<file path="src/design/scc_pkg.sv">
// Shared types and codes for the strongly connected components core.
// Used by scc_front, scc_queue, scc_back and the top level; no dependencies.
package scc_pkg;

   localparam int OP_W  = 3;
   localparam int VTX_W = 9;
   localparam int IDX_W = 10;
   localparam int STS_W = 2;

   localparam logic [OP_W-1:0] OP_ADD     = 3'd0;
   localparam logic [OP_W-1:0] OP_COMPUTE = 3'd1;
   localparam logic [OP_W-1:0] OP_QVERT   = 3'd2;
   localparam logic [OP_W-1:0] OP_QEDGE   = 3'd3;
   localparam logic [OP_W-1:0] OP_CLEAR   = 3'd4;

   localparam logic [STS_W-1:0] STS_OK    = 2'd0;
   localparam logic [STS_W-1:0] STS_FULL  = 2'd1;
   localparam logic [STS_W-1:0] STS_RANGE = 2'd2;

   localparam logic [VTX_W-1:0] VCOUNT_RESET = 9'd256;

   typedef enum logic [2:0] {
      K_ADD, K_COMPUTE, K_QVERT, K_QEDGE, K_CLEAR, K_NOP
   } kind_type;

   // classified transaction handed from front to back
   typedef struct packed {
      kind_type           kind;
      logic               bad_vertex;
      logic [VTX_W-1:0]   src;
      logic [VTX_W-1:0]   dst;
      logic [IDX_W-1:0]   idx;
   } item_type;

   typedef enum logic [4:0] {
      S_INIT, S_IDLE, S_ADD2, S_ADD3, S_QV, S_QE1, S_QE2, S_QE3,
      S_CSWEEP, S_ROOT, S_ROOTCHK, S_ENTER, S_STEP, S_EDGE, S_VIS,
      S_POPD, S_RET, S_RET2, S_CLRSWEEP
   } state_type;

endpackage

</file>
<file path="src/design/scc_front.sv">
// Front end: vertex_count register, op decode and vertex range checks.
// Depends on scc_pkg.
module scc_front #(
   parameter int MAX_VERTICES = 256,
   parameter int VVW = $clog2(MAX_VERTICES + 1)
) (
   input  logic                          clock,
   input  logic                          reset,
   input  logic                          csr_write_enable,
   input  logic [scc_pkg::VTX_W-1:0]     csr_write_data,
   input  logic [scc_pkg::OP_W-1:0]      req_op,
   input  logic [scc_pkg::VTX_W-1:0]     req_source_vertex,
   input  logic [scc_pkg::VTX_W-1:0]     req_target_vertex,
   input  logic [scc_pkg::IDX_W-1:0]     req_edge_index,
   output scc_pkg::item_type             item,
   output logic [VVW-1:0]                active_n
);
   import scc_pkg::*;

   logic [VTX_W-1:0] vcount_ff, vcount_in;
   logic src_ok, dst_ok;

   always_comb begin
      vcount_in = csr_write_enable ? csr_write_data : vcount_ff;
   end

   always_ff @(posedge clock) begin
      if (reset) begin
         vcount_ff <= VCOUNT_RESET;
      end else begin
         vcount_ff <= vcount_in;
      end
   end

   // saturate to the vertex store size
   assign active_n = (32'(vcount_ff) > MAX_VERTICES) ? VVW'(MAX_VERTICES) : VVW'(vcount_ff);
   assign src_ok = (req_source_vertex != '0) && (32'(req_source_vertex) <= 32'(active_n));
   assign dst_ok = (req_target_vertex != '0) && (32'(req_target_vertex) <= 32'(active_n));

   always_comb begin
      item.src = req_source_vertex;
      item.dst = req_target_vertex;
      item.idx = req_edge_index;
      item.bad_vertex = 1'b0;
      case (req_op)
         OP_ADD: begin
            item.kind = K_ADD;
            item.bad_vertex = !(src_ok && dst_ok);
         end
         OP_COMPUTE: item.kind = K_COMPUTE;
         OP_QVERT: begin
            item.kind = K_QVERT;
            item.bad_vertex = !src_ok;
         end
         OP_QEDGE: item.kind = K_QEDGE;
         OP_CLEAR: item.kind = K_CLEAR;
         default:  item.kind = K_NOP;
      endcase
   end

endmodule

</file>
<file path="config.mk">
export PLATFORM = sky130hd
export DESIGN_NAME = scc_front
export DESIGN_NICKNAME = d
export VERILOG_FILES = /design/src/design/scc_pkg.sv /design/src/design/scc_front.sv
export SDC_FILE = /design/constraint.sdc
export NUM_CORES = 1
export LEC_CHECK = 0
export BUFFER_PORTS_ARGS = -buffer_cell sky130_fd_sc_hd__buf_2
export CAP_MARGIN = 20
export CELL_PAD_IN_SITES_DETAIL_PLACEMENT = 1
export CELL_PAD_IN_SITES_GLOBAL_PLACEMENT = 1
export CORE_MARGIN = 3
export CORE_UTILIZATION = 28
export CTS_CLUSTER_DIAMETER = 40
export CTS_CLUSTER_SIZE = 14
export DETAILED_ROUTE_END_ITERATION = 16
export GPL_ROUTABILITY_DRIVEN = 0
export PLACE_DENSITY_LB_ADDON = 0.1
export SYNTH_ARGS = -nofsm -noshare
export SYNTH_HDL_FRONTEND = slang
export SYNTH_SLANG_ARGS = --single-unit
</file>
<file path="constraint.sdc">
create_clock -name clock -period 4.66 [get_ports clock]
set_input_delay 0.466 -clock clock [delete_from_list [all_inputs] [get_ports clock]]
set_output_delay 0.466 -clock clock [all_outputs]
set_load 0.02 [all_outputs]
</file>
==> flow_summary.toml, run 1 <==
[detailed_routing]
initialDrtViolationCount = 16
drc_errors = 0
drt-total-wl_um = 3142
dr_wl_met2_um = 1581
wl_met1_um = 1292
drtAntennaViolNets = 0
dr_wl_met3_um = 239
viasPerCell = 4.641
maxUsedRoutingLayer = "met4"
num_vias = 1007
routedWlPerCell_um = 14.48
drtPass1Iterations = 2

[synthesis]
syn_area_per_cell_um2 = 7.848
synth_common_cells = "buf_4 (28), ha_1 (18), nand2_1 (12), nor2_1 (12), inv_1 (11)"
ys_types = 30
synth_nets = 197
synthFlopType = "dfxtp_1"
synthTopCellsByArea = "ha_1 (21%), buf_4 (20%), dfxtp_1 (17%)"
syn_area_um2 = 1067
ys_warn_count = 0
synth_area_leader_cell = "ha_1"
netlist.area_leader.share_pct = 21.10
async_flop_share_pct = 0
yosysMostFrequentCell = "buf_4"
syn_inst = 136
synth_edf_count = 0
synth_seq_cells = 9
ys_seq_area_share_pct = 16.88

[clock_network]
clockRootBuffer = "clkbuf_8"
cts_inserted_buffers = 3
cts_setup_buffers = 0
clk_latency_ns = 0.23
cts_tree = "done"
htree_num_levels = 1
cts_sinks = 9
postCtsHoldBufs = 0
clock_path_buffers = 2
cts_resized = 0
clkTransAtPathRegs_ns = 0.04

[critical_path]
cp_max_fo = 10
required_ns = 4.19
worstSetupStartpointType = "flip-flop"
end_kind = "primary output"
crit_type = "reg -> out"
crit_arrival_ns = 2.28

[floorplanning]
fp.dieH_um = 67.74
dieArea_um2 = 4589
die_w_um = 67.74
rows = 21
io_pins = 84
start_util_pct = 30.54
core_um2 = 3495

[timing]
worst_slew_pin_slew_ns = 0.3401
hold_viol = 0
slew-limit-headroom_pct = 77.28
holdWs_ns = 0.4533
timing.fmax_mhz = 363.7
setup_violations = 0
min_period_ns = 2.749
fin_skew_ns = 0
setup_tns_ns = 0
finalCritPeriodShare_pct = 59.00
finalMaxSlewViolations = 0
rsz0062_at_grt = "no"

[global_routing]
grt_pass1_wl_um = 4850
first_global_vias = 1053
grt_max_degree = 11
antenna_found_initial = 0
grt_use_total_pct = 13.73
overflow = 0

[final_layout]
fin_cells = 217
syn2layout_area_growth_pct = 17.94
fin_util_pct = 36.02
biggestRegsByFlops = "vcount_ff: 9 flops"
largest_reg_flops = 9
nets = 233
largest-register = "vcount_ff"
n_fill_cell = 473
drive_above_1_share_pct = 39.77
antennaDiodeCount = 0

[worst_hold_path]
hp-class = "in -> reg"

[place]
io_buffers = 63
dpl.cell_count = 213
dp_hpwl_um = 2822

[outcome]
outcome = "complete, no violations"

[power]
p_leak_nw = 0.7054
p_total_uw = 266.5
p_per_area_nw_per_um2 = 211.7
ir_drop_v = 0.0002289

[job]
max_cap_viol_count = 0
-- report_power, final --
part	leakage, nW	internal, mW	switching, mW
Combinational	0.608	0.0380	0.0548
Clock	0.0228	0.0595	0.0294
Sequential	0.0744	0.0820	0.00265
Total	0.705	0.180	0.0869
-- metrics by stage --
stage                     worst slack, ns  cell area (um^2)
after CTS                           1.857              1259
after floorplan                     2.253              1067
final                               1.911              1259
after global routing                1.658              1259
after global placement              2.173              1214
after detailed placement            2.117              1214
-- logic make-up after synthesis --
| family | Yosys count | share of synthesized area (%) |
|---|---|---|
| buf+inv | 44 | 25.44 |
| mux | 8 | 7.503 |
| flops | 9 | 16.88 |
| simple gates | 39 | 17.35 |
| fa+ha+maj | 18 | 21.10 |
| compound gates | 18 | 11.72 |
-- cell type report --
cell class / instances / area, um^2 / share of cell area [%]
multi-input combinational: 83 / 615.6 / 48.91
clock buffer: 4 / 45.04 / 3.579
inverter: 12 / 45.04 / 3.579
sequential: 9 / 180.2 / 14.31
timing repair buffer: 63 / 315.3 / 25.05
tap: 46 / 57.56 / 4.573
-- worst paths after layout --
path              slack (ns)               from  depth (start not counted)            to
setup / recovery        1.91       vcount_ff[8]                          8      item[28]
hold / removal          0.45  csr_write_data[8]                          3  vcount_ff[8]
setup reg to reg        3.78       vcount_ff[8]                          2  vcount_ff[8]
hold reg to reg         0.49       vcount_ff[4]                          2  vcount_ff[4]
-- per-layer routing --
layer,track usage (%),vias up
met1,16.57,452
met2,25.39,43
met3,1.498,6
met4,3.544,0
li1,-,506
met5,0,-
-- critical path, cell delays in order (launching register included) --
cell and delay, ns:
dfxtp_1 0.34, clkinv_1 0.24, nand2_1 0.26, ha_1 0.27, and4_1 0.22, nor2b_1 0.13
o311ai_0 0.28, a311oi_1 0.13, buf_2 0.18
-- cells in the final DEF (no fill, tap or decap), types with 2 or more instances in the layout --
cell,synthesis,routed
buf_2,1,63
ha_1,18,18
nand2_1,12,12
nor2_1,12,12
inv_1,11,11
dfxtp_1,9,9
mux2i_1,8,8
nand3_1,5,5
a21oi_1,5,5
nor2b_1,4,4
clkbuf_8,0,3
o21ai_0,2,2
nor4_1,2,2
o211ai_1,2,2
Note: power is estimated with default switching activity, not from simulation.
==> run 2: changes to the inputs <==
ABC_AREA = 1   (was unset)
CORE_UTILIZATION = 23   (was 28)
clock period = 2.35 ns   (was 4.66 ns; I/O delays follow)
==> flow_summary.toml, run 2 <==
[outcome]
outcome = "finished with violations"
failed_checks = "setup timing"

[global_routing]
overflow = 0
grt_pass1_wl_um = 5775
grt_max_degree = 12
first_global_vias = 1232
antenna_found_initial = 0
grt_use_total_pct = 11.86

[timing]
timing.fmax_mhz = 411.9
worst_slew_pin_slew_ns = 0.3033
finalCritPeriodShare_pct = 103.3
slew-limit-headroom_pct = 79.76
finalMaxSlewViolations = 0
setup_slack_ns = -0.07759
min_period_ns = 2.428
rsz0062_at_grt = "yes"
setup_violations = 1
fin_skew_ns = 0
hold_viol = 0

[synthesis]
synth_nets = 237
syn_area_per_cell_um2 = 6.526
synth_area_leader_cell = "ha_1"
ys_types = 19
synth_common_cells = "nand2_1 (33), buf_4 (28), nor2_1 (23)"
yosysMostFrequentCell = "nand2_1"
syn_inst = 176
synth_seq_cells = 9
synth_edf_count = 0
netlist.area_leader.share_pct = 19.61
ys_seq_area_share_pct = 15.69
synthFlopType = "dfxtp_1"
syn_area_um2 = 1149
synthTopCellsByArea = "ha_1 (20%), buf_4 (18%), dfxtp_1 (16%)"
ys_warn_count = 0
async_flop_share_pct = 0

[floorplanning]
start_util_pct = 24.00
core_um2 = 4786
rows = 25
die_w_um = 76.67
io_pins = 84
dieArea_um2 = 5878
fp.dieH_um = 76.67

[power]
p_comb_share_pct = 42.0
internal-power_uw = 387.1
clkPwrFrac_pct = 29.9
p_per_area_nw_per_um2 = 408.5
p_sw_share_pct = 36.83
p_switching_uw = 225.7
ir_drop_v = 0.0002779
p_leak_nw = 0.8412
p_seq_share_pct = 28.1

[place]
dpl.cell_count = 275
io_buffers = 63
dp_hpwl_um = 3037
post-place-ws_ns = 0.09435
dpl-instance-area_um2 = 1325

[critical_path]
crit_arrival_ns = 2.19
reg2reg_from = "vcount_ff[1]"
crit_type = "reg -> out"
end_kind = "primary output"
cp_max_fo = 3
worstSetupStartpointType = "flip-flop"
required_ns = 2.12
ff2ff_path_depth = 3
crit_start = "vcount_ff[6]"

[final_layout]
layout_commonest_cell = "buf_2"
biggestRegsByFlops = "vcount_ff: 9 flops"
syn2layout_area_growth_pct = 30.61
largest-register = "vcount_ff"
fin_cells = 283
fin_util_pct = 31.35
largest_reg_flops = 9
antennaDiodeCount = 0
nets = 278
mostFrequentLayoutCells = "buf_2 (62), nand2_1 (30), nor2_1 (22)"
finalInstanceArea_um2 = 1500
drive_above_1_share_pct = 41.67
n_fill_cell = 636

[worst_hold_path]
hold_depth = 3
hp-class = "in -> reg"
hold_path.startpoint = "reset"

[clock_network]
cts_inserted_buffers = 3
cts_tree = "done"
htree_num_levels = 1
postCtsHoldBufs = 0
clock_path_buffers = 2
clockRootBuffer = "clkbuf_8"
cts_sinks = 9
clkTransAtPathRegs_ns = 0.05
clk_latency_ns = 0.23

[detailed_routing]
routedWlPerCell_um = 12.45
initialDrtViolationCount = 26
num_vias = 1208
drt-total-wl_um = 3522
viasPerCell = 4.269
drtAntennaViolNets = 0
drtPass1Iterations = 4
drc_errors = 0

[job]
max_cap_viol_count = 0
==> run 2: cell types whose count changed after synthesis, moves of 2 or more <==
cell / delta
a21oi_1: +3
mux2i_1: -8
inv_1: +10
nand2_1: +21
nor2_2: +2
nor3_1: +2
inv_2: +3
o21ai_0: +7
nor2b_1: -4
nor2_1: +11
o211ai_1: -2
nor2_4: +2
nand3b_1: +2
==> run 2: worst paths after layout <==
| kind | end | slack [ns] |
|---|---|---|
| worst min-delay path | vcount_ff[8] | 0.22 |
| worst max-delay path | item[28] | -0.08 |
| worst min register to register | vcount_ff[0] | 0.51 |
| worst max register to register | vcount_ff[1] | 1.58 |
==> run 2: critical path, stage by stage (launching register included) <==
cell      delay, ns
dfxtp_2        0.32
nor4_2         0.26
nand3_1        0.11
nand2_1        0.09
inv_2          0.06
nor2_4         0.11
inv_4          0.06
ha_4           0.27
nand2_2        0.06
nor2_4         0.10
nand3b_1       0.08
nand3_1        0.08
nand2_1        0.05
nand2_1        0.06
nand2_1        0.05
nand2_1        0.08
buf_6          0.12
==> run 2: cell families (layout without fill, tap and decap cells) <==
| kind of cell | Yosys count | after routing | synth area share [%] |
|---|---|---|---|
| AOI/OAI and AO/OA | 19 | 19 | 8.714 |
| and+or+nand+nor | 75 | 75 | 28.76 |
| DFF | 9 | 9 | 15.69 |
| adders and majority gates | 18 | 18 | 19.61 |
| buffers and inverters | 55 | 95 | 27.23 |
==> run 2: power by group through the flow <==
stage	Combinational [mW]	Sequential (mW)	Clock, mW
6_report	0.258	0.172	0.183
5_1_grt	0.291	0.174	0.200
4_1_cts	0.252	0.172	0.189
3_5_place_dp	0.228	0.174	0
3_3_place_gp	0.224	0.174	0
2_1_floorplan	0.185	0.172	0
==> run 2: timing repair <==
action,4_1_cts,5_1_grt
setup endpoints to repair,1,1
resized for setup,12,7
gates cloned,0,0
buffers inserted,3,1
pin swaps,13,13
==> run 2: routing by layer <==
layer	global-route usage, %	part of all wire, %	up-vias
met5	0	0	-
met4	5.072	2.5	0
met3	1.761	6.3	17
met2	20.82	48	40
met1	14.25	43	542
li1	-	-	609
==> run 2: layout make-up <==
| class | instances | area, um^2 | share of cell area (%) |
|---|---|---|---|
| repair buffers | 67 | 351.6 | 23.44 |
| clock buffers | 4 | 45.04 | 3.002 |
| inverters | 24 | 92.59 | 6.172 |
| flip-flops and latches | 9 | 182.7 | 12.18 |
| well taps | 67 | 83.83 | 5.588 |
| multi-input cells | 112 | 744.5 | 49.62 |
==> run 2: per-stage QoR <==
| stage | power [mW] | TNS [ns] | hold WS [ns] |
|---|---|---|---|
| 6_report | 0.6128 | -0.07759 | 0.2210 |
| 5_1_grt | 0.6650 | -0.2210 | 0.2457 |
| 4_1_cts | 0.6131 | -0.1097 | 0.2169 |
| 3_5_place_dp | 0.4023 | 0 | 0.4593 |
| 3_3_place_gp | 0.3977 | 0 | 0.4527 |
| 2_1_floorplan | 0.3569 | 0 | 0.3347 |
