**config.mk**
```make
export PLATFORM = sky130hd
export DESIGN_NAME = scc_queue
export DESIGN_NICKNAME = d
export VERILOG_FILES = /design/src/design/scc_pkg.sv /design/src/design/scc_queue.sv
export SDC_FILE = /design/constraint.sdc
export NUM_CORES = 1
export LEC_CHECK = 0
export BUFFER_PORTS_ARGS = -buffer_cell sky130_fd_sc_hd__buf_2
export CORE_UTILIZATION = 45
export DETAILED_ROUTE_END_ITERATION = 10
export HOLD_SLACK_MARGIN = 0.02
export PLACE_DENSITY = 0.7
export SETUP_SLACK_MARGIN = 0.3
export SLEW_MARGIN = 5
export SYNTH_ARGS = -nofsm -noshare
export SYNTH_HDL_FRONTEND = slang
export SYNTH_SLANG_ARGS = --single-unit
```
**constraint.sdc**
```tcl
create_clock -name clock -period 2.33 [get_ports clock]
set_input_delay 0.1165 -clock clock [delete_from_list [all_inputs] [get_ports clock]]
set_output_delay 0.1165 -clock clock [all_outputs]
set_load 0.005 [all_outputs]
```
**src/design/scc_pkg.sv**
```systemverilog
// Shared types and codes for the strongly connected components core.
// Used by scc_front, scc_queue, scc_back and the top level; no dependencies.
package scc_pkg;

   localparam int OP_W  = 3;
   localparam int VTX_W = 9;
   localparam int IDX_W = 10;
   localparam int STS_W = 2;

   localparam logic [OP_W-1:0] OP_ADD     = 3'd0;
   localparam logic [OP_W-1:0] OP_COMPUTE = 3'd1;
   localparam logic [OP_W-1:0] OP_QVERT   = 3'd2;
   localparam logic [OP_W-1:0] OP_QEDGE   = 3'd3;
   localparam logic [OP_W-1:0] OP_CLEAR   = 3'd4;

   localparam logic [STS_W-1:0] STS_OK    = 2'd0;
   localparam logic [STS_W-1:0] STS_FULL  = 2'd1;
   localparam logic [STS_W-1:0] STS_RANGE = 2'd2;

   localparam logic [VTX_W-1:0] VCOUNT_RESET = 9'd256;

   typedef enum logic [2:0] {
      K_ADD, K_COMPUTE, K_QVERT, K_QEDGE, K_CLEAR, K_NOP
   } kind_type;

   // classified transaction handed from front to back
   typedef struct packed {
      kind_type           kind;
      logic               bad_vertex;
      logic [VTX_W-1:0]   src;
      logic [VTX_W-1:0]   dst;
      logic [IDX_W-1:0]   idx;
   } item_type;

   typedef enum logic [4:0] {
      S_INIT, S_IDLE, S_ADD2, S_ADD3, S_QV, S_QE1, S_QE2, S_QE3,
      S_CSWEEP, S_ROOT, S_ROOTCHK, S_ENTER, S_STEP, S_EDGE, S_VIS,
      S_POPD, S_RET, S_RET2, S_CLRSWEEP
   } state_type;

endpackage

```
**src/design/scc_queue.sv**
```systemverilog
// Two-entry queue of classified transactions between front and back.
// Depends on scc_pkg.
module scc_queue (
   input  logic              clock,
   input  logic              reset,
   input  logic              push,
   input  scc_pkg::item_type push_item,
   output logic              not_full,
   input  logic              pop,
   output logic              not_empty,
   output scc_pkg::item_type head_item
);
   import scc_pkg::*;

   item_type   slot_ff [2];
   logic       wr_ptr_ff, wr_ptr_in, rd_ptr_ff, rd_ptr_in;
   logic [1:0] count_ff, count_in;

   assign not_full  = (count_ff != 2'd2);
   assign not_empty = (count_ff != 2'd0);
   assign head_item = slot_ff[rd_ptr_ff];

   always_comb begin
      wr_ptr_in = push ? !wr_ptr_ff : wr_ptr_ff;
      rd_ptr_in = pop ? !rd_ptr_ff : rd_ptr_ff;
      count_in  = count_ff + {1'b0, push} - {1'b0, pop};
   end

   always_ff @(posedge clock) begin
      if (reset) begin
         wr_ptr_ff <= 1'b0;
         rd_ptr_ff <= 1'b0;
         count_ff  <= 2'd0;
      end else begin
         wr_ptr_ff <= wr_ptr_in;
         rd_ptr_ff <= rd_ptr_in;
         count_ff  <= count_in;
      end
   end

   always_ff @(posedge clock) begin
      if (push) slot_ff[wr_ptr_ff] <= push_item;
   end

endmodule

```
==> results.yml, run 1 <==
synth:
  netlist_top_cells_count: "sky130_fd_sc_hd__edfxtp_1, sky130_fd_sc_hd__mux2_4, sky130_fd_sc_hd__dfxtp_1, sky130_fd_sc_hd__nor2_1, sky130_fd_sc_hd__buf_12"
  synth_seq_area_share_pct: 75.4
  biggest_area_contributors_in_the_synthesized_netlist: "sky130_fd_sc_hd__edfxtp_1, sky130_fd_sc_hd__mux2_4, sky130_fd_sc_hd__dfxtp_1"
  yosysWarningCount: 0
  synth_nets: 159
  yosys.area.top_type_share_pct: 71.6
  netlist.top_cell.by_area: "sky130_fd_sc_hd__edfxtp_1"
  synth_edf_count: 64
  synthDistinctLibCells: 15
  synthCells: 121
  cell_area_after_synthesis_mm2: 0.00268
  post_synth.cell_area_avg_um2: 22.2
  number_of_flip_flops_and_latches_in_the_synthesized_netlist: 69
  synth_most_common_cell: "sky130_fd_sc_hd__edfxtp_1"
  ys_dominant_reg_cell: "sky130_fd_sc_hd__edfxtp_1"
  async_flop_share_pct: 0
worst_setup_path:
  reg2regPathDepth: 6
  r2r_slack_ns: 0.93
  rr_endpoint: "count_ff[1]"
  path_class: "flop to output port"
  critPathArrivalTime_ns: 1.46
  worstSetupEndpoint: "head_item[31]"
  critical_path.max_fanout: 17
  critPathCaptureType: "output port"
  worst-endpoint-required_ns: 2.21
  worstSetupStartpointType: "flop"
  critical_path.reg2reg.startpoint: "count_ff[0]"
status:
  run_status: "complete, no violations"
drt:
  vias_after_detailed_routing: 1443
  detail_route.wirelength_um: 4570
  drt-initial-drc-count: 59
  routed_wire_length_per_instance_um: 14.7
  drc: 0
  drt-pass1-iter-count: 4
  antenna_violating_nets_post_route: 0
  drt-vias-per-instance: 4.64
finish:
  nNetsFinal: 272
  signed_area_change_from_the_synthesized_netlist_to_the_final_layout_pct: 33.3
  layout-drive-gt1-share_pct: 49.8
  antenna_cells_inserted: 0
placement:
  dp.final_hpwl_um: 3000
  i_o_buffers: 69
  pre_cts_ws_ns: 0.944
  place_congestion: 0.621
hold_path:
  holdPathStages: 3
  worstHoldPathType: "input port to flop"
run:
  maxCapViolCount: 0
cts:
  clk_root_buffer_cell: "sky130_fd_sc_hd__clkbuf_8"
  tritoncts_clock_tree: "yes"
  cts_inserted_buffers: 9
  cts-htree-levels: 3
  clkSlewWorstSetupHoldPaths_ns: 0.06
  maximum_clock_path_buffer_count: 2
  clock_latency_ns: 0.33
  cts-resized-gates: 0
  numClockSinks: 69
sta:
  clock-skew-final_ns: 0.00674
  unrepaired_setup_endpoints_after_global_routing: "false"
  finalSetupViolCount: 0
  max_freq_mhz: 636
  finalMaxSlewViolations: 0
  post-route-period-util_pct: 67.5
  fin_crit_ns: 1.57
  worst-slew-pin-transition_ns: 0.430
  timing.final.hold_violations: 0
  finalSetupTns_ns: 0
  worst_slew_margin_rel_pct: 71.4
  final_critical_path_setup_slack_ns: 0.758
global_route:
  groute.usage.overall_pct: 15.5
  overflow: 0
  globalRouteMet2Util_pct: 27.9
  number_of_antenna_violations_at_the_first_check_in_global_routing: 0
  first_global_vias: 1556
  grt_util_met3_pct: 3.22
  use_met1_pct: 16.4
  global_route_wire_length_before_repair_um: 6930
  pin_count_of_the_biggest_net_entering_global_routing: 33
  gr-max-usage-layer: "met2"
die:
  coreArea_mm2: 0.00564
  std_cell_rows: 27
  die_span_in_y_um: 79.2
  die_area_mm2: 0.00627
  floorplan.initialDensity_pct: 47.5
  die_x_um: 79.2
  floorplan.io_pins: 70
pwr:
  power.leakage_nw: 1.45
  max-vdd-ir-drop_mv: 0.426
  power_total_w: 0.00265
  powerDensity_mw_per_mm2: 742
power by group:
| group | switching, W | leakage (nW) | internal (W) |
|---|---|---|---|
| clock | 0.000380 | 0.0821 | 0.000412 |
| sequential | 0.0000274 | 0.643 | 0.00145 |
| combinational | 0.000153 | 0.727 | 0.000235 |
registers in the layout (all words and copies together), names as in the netlist, named ones only:
signal	count
rd_ptr_ff	1
slot_ff	64
wr_ptr_ff	1
count_ff	2
cell type report:
class	count	area, um^2
Clock buffer	14	153
Clock inverter	2	8.76
Fill cell	410	2060
Inverter	2	7.51
Multi-Input combinational cell	46	589
Sequential cell	69	2020
Tap cell	72	90.1
Timing Repair Buffer	106	706
stage by stage:
stage          cell area [um^2]  utilization [%]  std cells  hold slack [ns]
2_1_floorplan              2690                -        121            0.188
3_3_place_gp               3090             54.7        262            0.306
3_5_place_dp               3090             54.7        262            0.309
4_1_cts                    3580             63.4        311           0.0728
5_1_grt                    3580             63.4        311           0.0989
6_report                   3580             63.4        311           0.0888
worst min-delay path by stage:
| stage | slack [ns] | to | start |
|---|---|---|---|
| 3_5_place_dp | 0.31 | slot_ff[1][7] | push_item[7] |
| 3_3_place_gp | 0.31 | slot_ff[0][30] | push_item[30] |
| 2_1_floorplan | 0.19 | count_ff[0] | reset |
| 4_1_cts | 0.07 | rd_ptr_ff | pop |
| 5_1_grt | 0.1 | wr_ptr_ff | push |
| 6_report | 0.09 | rd_ptr_ff | pop |
metal layers:
metal | up-vias | wire (um) | share of wire (%)
li1 | 688 | - | -
met1 | 696 | 1800 | 39
met2 | 45 | 2450 | 54
met3 | 14 | 193 | 4.2
met4 | 0 | 126 | 2.8
met5 | - | 0 | 0
logic make-up after synthesis:
group	share of synthesized area [%]
xor gates and xnor gates	1.49
DFF	75.4
muxes	17.6
adders and majority gates	0.933
buffers and inverters	2.94
and+or+nand+nor	1.63
cells in the final DEF (no fill, tap or decap):
cell,synthesis,layout
sky130_fd_sc_hd__and2_1,1,1
sky130_fd_sc_hd__buf_2,0,69
sky130_fd_sc_hd__buf_4,0,4
sky130_fd_sc_hd__clkbuf_1,0,4
sky130_fd_sc_hd__clkbuf_8,0,10
sky130_fd_sc_hd__clkinv_1,0,1
sky130_fd_sc_hd__clkinv_2,0,1
sky130_fd_sc_hd__dfxtp_1,5,4
sky130_fd_sc_hd__dfxtp_2,0,1
sky130_fd_sc_hd__dlygate4sd3_1,0,33
sky130_fd_sc_hd__edfxtp_1,64,64
sky130_fd_sc_hd__ha_1,2,2
sky130_fd_sc_hd__inv_1,2,2
sky130_fd_sc_hd__mux2_2,2,2
sky130_fd_sc_hd__mux2_4,30,30
sky130_fd_sc_hd__nand2_1,1,1
sky130_fd_sc_hd__nor2_1,4,4
sky130_fd_sc_hd__nor2b_1,2,1
sky130_fd_sc_hd__nor2b_4,0,1
sky130_fd_sc_hd__or2_2,1,1
sky130_fd_sc_hd__xnor2_1,2,2
sky130_fd_sc_hd__xnor3_1,1,1
worst max-delay path, stage by stage (launching register included):
cell                      delay [ns]
sky130_fd_sc_hd__dfxtp_2        0.32
sky130_fd_sc_hd__buf_4          0.29
sky130_fd_sc_hd__mux2_2         0.38
sky130_fd_sc_hd__buf_2          0.13
what timing repair did:
action,CTS,global route
hold buffers,33,0
setup buffers,0,0
hold endpoints to repair,69,0
(Power assumes the default switching activity.)
==> run 2: changes to the inputs <==
Settings changed: PLACE_DENSITY 0.7 to 0.68.
Clock period 2.33 ns to 1.5 ns, I/O delays scaled along.
==> results.yml, run 2 (synthesized netlist as in run 1, its figures left out) <==
finish:
  layout_top_registers: "slot_ff x64, count_ff x2"
  nNetsFinal: 276
  top_library_cells_by_usage_in_the_layout_fill_and_taps_aside: "sky130_fd_sc_hd__edfxtp_1, sky130_fd_sc_hd__buf_2, sky130_fd_sc_hd__dlygate4sd3_1"
  final_instance_count_without_filler_cells: 314
  signed_area_change_from_the_synthesized_netlist_to_the_final_layout_pct: 42.8
  layout-drive-gt1-share_pct: 53.7
  final_standard_cell_area_without_fillers_mm2: 0.00383
  max_ffs_per_register: 64
  layout.cells.most_common: "sky130_fd_sc_hd__edfxtp_1"
  antenna_cells_inserted: 0
  registers.top_by_ff_count: "slot_ff"
worst_setup_path:
  worstSetupStartpointType: "flop"
  r2r_slack_ns: 0.35
  slowest_stage: "sky130_fd_sc_hd__dfxtp_4"
  path_class: "flop to output port"
  critPathArrivalTime_ns: 1.35
  critical_path.max_fanout: 8
  worst_path_cell_chain: "clkbuf_16, mux2_4, buf_6"
  critical_path.reg2reg.startpoint: "count_ff[0]"
  worst-endpoint-required_ns: 1.42
  critPathCaptureType: "output port"
  critical_path_cell_count: 3
  cpLargestDelayFamily: "flip-flops"
  critical-path-max-stage-delay_ns: 0.42
  worstSetupEndpoint: "head_item[23]"
  reg2regPathDepth: 6
  rr_endpoint: "count_ff[1]"
  critical_path.n_buffers_inverters: 2
pwr:
  power.switching_w: 0.000911
  clock_group_share_of_total_power_pct: 27.8
  sw_frac_of_total_pct: 21.5
  powerDensity_mw_per_mm2: 1100
  max-vdd-ir-drop_mv: 0.627
  combPwrFrac_pct: 17.9
  power.leakage_nw: 1.54
  fraction_of_power_consumed_by_sequential_logic_pct: 54.3
  power_total_w: 0.00423
  p_int_w: 0.00332
drt:
  routed_wire_length_per_instance_um: 15.2
  detail_route.wirelength_um: 4770
  drc: 0
  drt-vias-per-instance: 4.64
  vias_after_detailed_routing: 1456
  drt-pass1-iter-count: 4
  antenna_violating_nets_post_route: 0
  drt-initial-drc-count: 60
hold_path:
  worstHoldPathType: "input port to flop"
  min_from: "push"
placement:
  dp.final_hpwl_um: 2840
  dpl.cell_count: 264
  place_congestion: 0.691
  pre_cts_ws_ns: 0.302
  placedInstanceArea_mm2: 0.00313
  i_o_buffers: 69
sta:
  finalSetupTns_ns: 0
  worst_slew_margin_rel_pct: 82.7
  unrepaired_setup_endpoints_after_global_routing: "true"
  finalSetupViolCount: 0
  timing.final.hold_violations: 0
  finalMaxSlewViolations: 0
  max_freq_mhz: 700
  post-route-period-util_pct: 95.3
  final_critical_path_setup_slack_ns: 0.0711
  clock-skew-final_ns: 0.00668
  fin_crit_ns: 1.43
  worst-slew-pin-transition_ns: 0.260
cts:
  tritoncts_clock_tree: "yes"
  cts-htree-levels: 3
  clkSlewWorstSetupHoldPaths_ns: 0.07
  post_cts.repair.setup_buffers: 0
  cts_inserted_buffers: 9
  maximum_clock_path_buffer_count: 2
  clock_latency_ns: 0.32
  numClockSinks: 69
  clk_root_buffer_cell: "sky130_fd_sc_hd__clkbuf_8"
die:
  die_x_um: 79.2
  die_area_mm2: 0.00627
  std_cell_rows: 27
  floorplan.io_pins: 70
  floorplan.initialDensity_pct: 47.5
  die_span_in_y_um: 79.2
  coreArea_mm2: 0.00564
global_route:
  first_global_vias: 1540
  pin_count_of_the_biggest_net_entering_global_routing: 20
  overflow: 0
  global_route_wire_length_before_repair_um: 7060
  groute.usage.overall_pct: 15.8
  number_of_antenna_violations_at_the_first_check_in_global_routing: 0
status:
  run_status: "complete, no violations"
run:
  maxCapViolCount: 0
run 2: through the flow:
step / hold slack, ns / utilization [%]
2_1_floorplan: 0.140 / -
3_3_place_gp: 0.264 / 55.4
3_5_place_dp: 0.266 / 55.4
4_1_cts: 0.0257 / 64.2
5_1_grt: 0.0937 / 67.9
6_report: 0.0875 / 67.9
run 2: what timing repair did:
item                                    4_1_cts  5_1_grt
endpoints found under the setup margin       33       33
hold buffers                                 33        0
cloned                                        0        2
gates resized for setup                       4       27
hold endpoints to repair                     69        0
pin swaps                                     1        1
run 2: final cells by class:
| type | count | area (um^2) |
|---|---|---|
| clock buffer | 12 | 135 |
| timing repair buffer | 110 | 933 |
| inverter | 2 | 7.51 |
| sequential | 69 | 2030 |
| multi-input combinational | 46 | 623 |
| tap | 72 | 90.1 |
| fill | 384 | 1810 |
| clock inverter | 3 | 13.8 |
run 2: metal layers:
layer	GRT usage, %	wire length, um	up-vias
li1	-	-	695
met1	17.1	1970	712
met2	27.8	2570	39
met3	3.91	139	10
met4	9.82	98	0
met5	0	0	-
run 2: worst min path at each step:
stage	slack (ns)	endpoint	cells past startpoint
after floorplan	0.14	wr_ptr_ff	1
after global placement	0.26	slot_ff[1][20]	1
after detailed placement	0.27	slot_ff[0][27]	1
after CTS	0.03	wr_ptr_ff	3
after global routing	0.09	wr_ptr_ff	3
final	0.09	wr_ptr_ff	3
run 2: worst reg2reg max path: cells and delay by family (launching register included):
kind	cells	cell delay (ns)
flops	1	0.33
xor+xnor	1	0.19
fa+ha+maj	2	0.40
buf+inv	2	0.09
simple gates	1	0.04
run 2: power by group through the flow:
stage / registers (W) / logic [W] / clock network (W)
detailed placement: 0.00233 / 0.000561 / 0
floorplan: 0.00231 / 0.000363 / 0
finish: 0.00229 / 0.000759 / 0.00118
global placement: 0.00232 / 0.000543 / 0
CTS: 0.00229 / 0.000637 / 0.00121
global route: 0.00230 / 0.000821 / 0.00128
==> run 3: changes to the inputs <==
Settings changed: CORE_UTILIZATION 45 to 52, PLACE_DENSITY 0.68 to 0.77.
==> results.yml, run 3 (synthesized netlist as in run 1, its figures left out) <==
status:
  run_status: "complete, no violations"
sta:
  final_critical_path_setup_slack_ns: 0.0237
  timing.final.hold_violations: 0
  fin_worst_hold_slack_ns: 0.0761
  finalMaxSlewViolations: 0
  worst-slew-pin-transition_ns: 0.191
  finalSetupTns_ns: 0
  max_freq_mhz: 677
  clock-skew-final_ns: 0.00597
  fin_crit_ns: 1.48
  finalSetupViolCount: 0
  post-route-period-util_pct: 98.4
  unrepaired_setup_endpoints_after_global_routing: "true"
  worst_slew_margin_rel_pct: 87.2
pwr:
  power.leakage_nw: 1.57
  powerDensity_mw_per_mm2: 1130
  max-vdd-ir-drop_mv: 1.04
finish:
  layout-drive-gt1-share_pct: 53.5
  num-fill-cells: 234
  post-route-util_pct: 81.1
  max_ffs_per_register: 64
  register_area_mm2: 0.00203
  antenna_cells_inserted: 0
  signed_area_change_from_the_synthesized_netlist_to_the_final_layout_pct: 46.5
  layout_top_registers: "slot_ff x64, count_ff x2"
  top_library_cells_by_usage_in_the_layout_fill_and_taps_aside: "sky130_fd_sc_hd__edfxtp_1, sky130_fd_sc_hd__buf_2, sky130_fd_sc_hd__dlygate4sd3_1"
  registers.top_by_ff_count: "slot_ff"
  layout.cells.most_common: "sky130_fd_sc_hd__edfxtp_1"
  multiInputGateArea_um2: 623
  nNetsFinal: 274
die:
  coreArea_mm2: 0.00485
  std_cell_rows: 25
  die_area_mm2: 0.00545
  die_span_in_y_um: 73.8
  die_x_um: 73.8
  floorplan.io_pins: 70
  floorplan.initialDensity_pct: 55.3
drt:
  drc: 0
  antenna_violating_nets_post_route: 0
  detail_route.wirelength_um: 5510
  vias_after_detailed_routing: 1486
  drt-initial-drc-count: 84
  drt-pass1-iter-count: 4
  drt-vias-per-instance: 4.82
  routed_wire_length_per_instance_um: 17.9
worst_setup_path:
  critPathArrivalTime_ns: 1.40
  path_class: "flop to output port"
  worstSetupStartpointType: "flop"
  rr_endpoint: "count_ff[1]"
  worst-endpoint-required_ns: 1.42
  critPathCaptureType: "output port"
  critical_path.max_fanout: 8
  critical_path.reg2reg.startpoint: "count_ff[0]"
  reg2regPathDepth: 6
  r2r_slack_ns: 0.35
global_route:
  groute.usage.overall_pct: 19.5
  number_of_antenna_violations_at_the_first_check_in_global_routing: 0
  global_route_wire_length_before_repair_um: 7110
  first_global_vias: 1497
  overflow: 0
  pin_count_of_the_biggest_net_entering_global_routing: 33
cts:
  clock_latency_ns: 0.33
  post_cts.repair.setup_buffers: 0
  cts-htree-levels: 3
  tritoncts_clock_tree: "yes"
  clk_root_buffer_cell: "sky130_fd_sc_hd__clkbuf_8"
  maximum_clock_path_buffer_count: 2
  clkSlewWorstSetupHoldPaths_ns: 0.06
  numClockSinks: 69
  cts_inserted_buffers: 9
placement:
  place_congestion: 0.649
  i_o_buffers: 69
  pre_cts_ws_ns: 0.322
run:
  maxCapViolCount: 0
hold_path:
  min_from: "pop"
  holdPathStages: 3
  worstHoldPathType: "input port to flop"
run 3: metal layers:
layer / vias to the layer above / global-route usage [%] / part of all wire, %
met4: 0 / 7.69 / 0.96
met2: 47 / 34.6 / 56
met1: 742 / 21.3 / 39
li1: 691 / - / -
met5: - / 0 / 0
met3: 6 / 6.58 / 3.7
run 3: how the worst max path moves through the flow:
stage	slack, ns	end	cells past startpoint	startpoint
2_1_floorplan	0.27	slot_ff[0][0]	1	wr_ptr_ff
3_3_place_gp	0.36	count_ff[1]	6	count_ff[0]
3_5_place_dp	0.32	count_ff[1]	6	count_ff[0]
4_1_cts	0.03	head_item[10]	3	flop
5_1_grt	-0.02	head_item[26]	3	flop
6_report	0.02	head_item[26]	3	flop
run 3: report_power, final:
| group | leakage (nW) | switching, W | internal [W] |
|---|---|---|---|
| Combinational | 0.843 | 0.000292 | 0.000536 |
| Clock | 0.0881 | 0.000627 | 0.000685 |
| Sequential | 0.643 | 0.0000552 | 0.00225 |
| Total | 1.57 | 0.000975 | 0.00347 |
run 3: area by class of cell:
class                           count  share of cell area, %
Sequential cell                    69                   51.6
Timing Repair Buffer              108                   25.9
Multi-Input combinational cell     46                   15.9
Clock buffer                       14                   4.14
Tap cell                           67                   2.13
Clock inverter                      2                  0.223
Inverter                            2                  0.191
run 3: through the flow:
stage / total power [W] / instance area (um^2) / instances
finish: 0.00444 / 3930 / 308
global route: 0.00460 / 3930 / 308
CTS: 0.00434 / 3770 / 307
detailed placement: 0.00288 / 3110 / 256
global placement: 0.00286 / 3110 / 256
floorplan: 0.00268 / 2690 / 121
run 3: what timing repair did:
item | in CTS | in global routing
hold endpoints to repair | 69 | 0
resized for setup | 19 | 24
gates cloned | 2 | 1
pin swaps | 0 | 2
hold buffers | 33 | 0
setup endpoints to repair | 32 | 33
run 3: critical path, stage by stage, from the launching register on:
cell,delay (ns)
sky130_fd_sc_hd__dfxtp_4,0.44
sky130_fd_sc_hd__clkbuf_16,0.20
sky130_fd_sc_hd__mux2_4,0.31
sky130_fd_sc_hd__buf_6,0.12
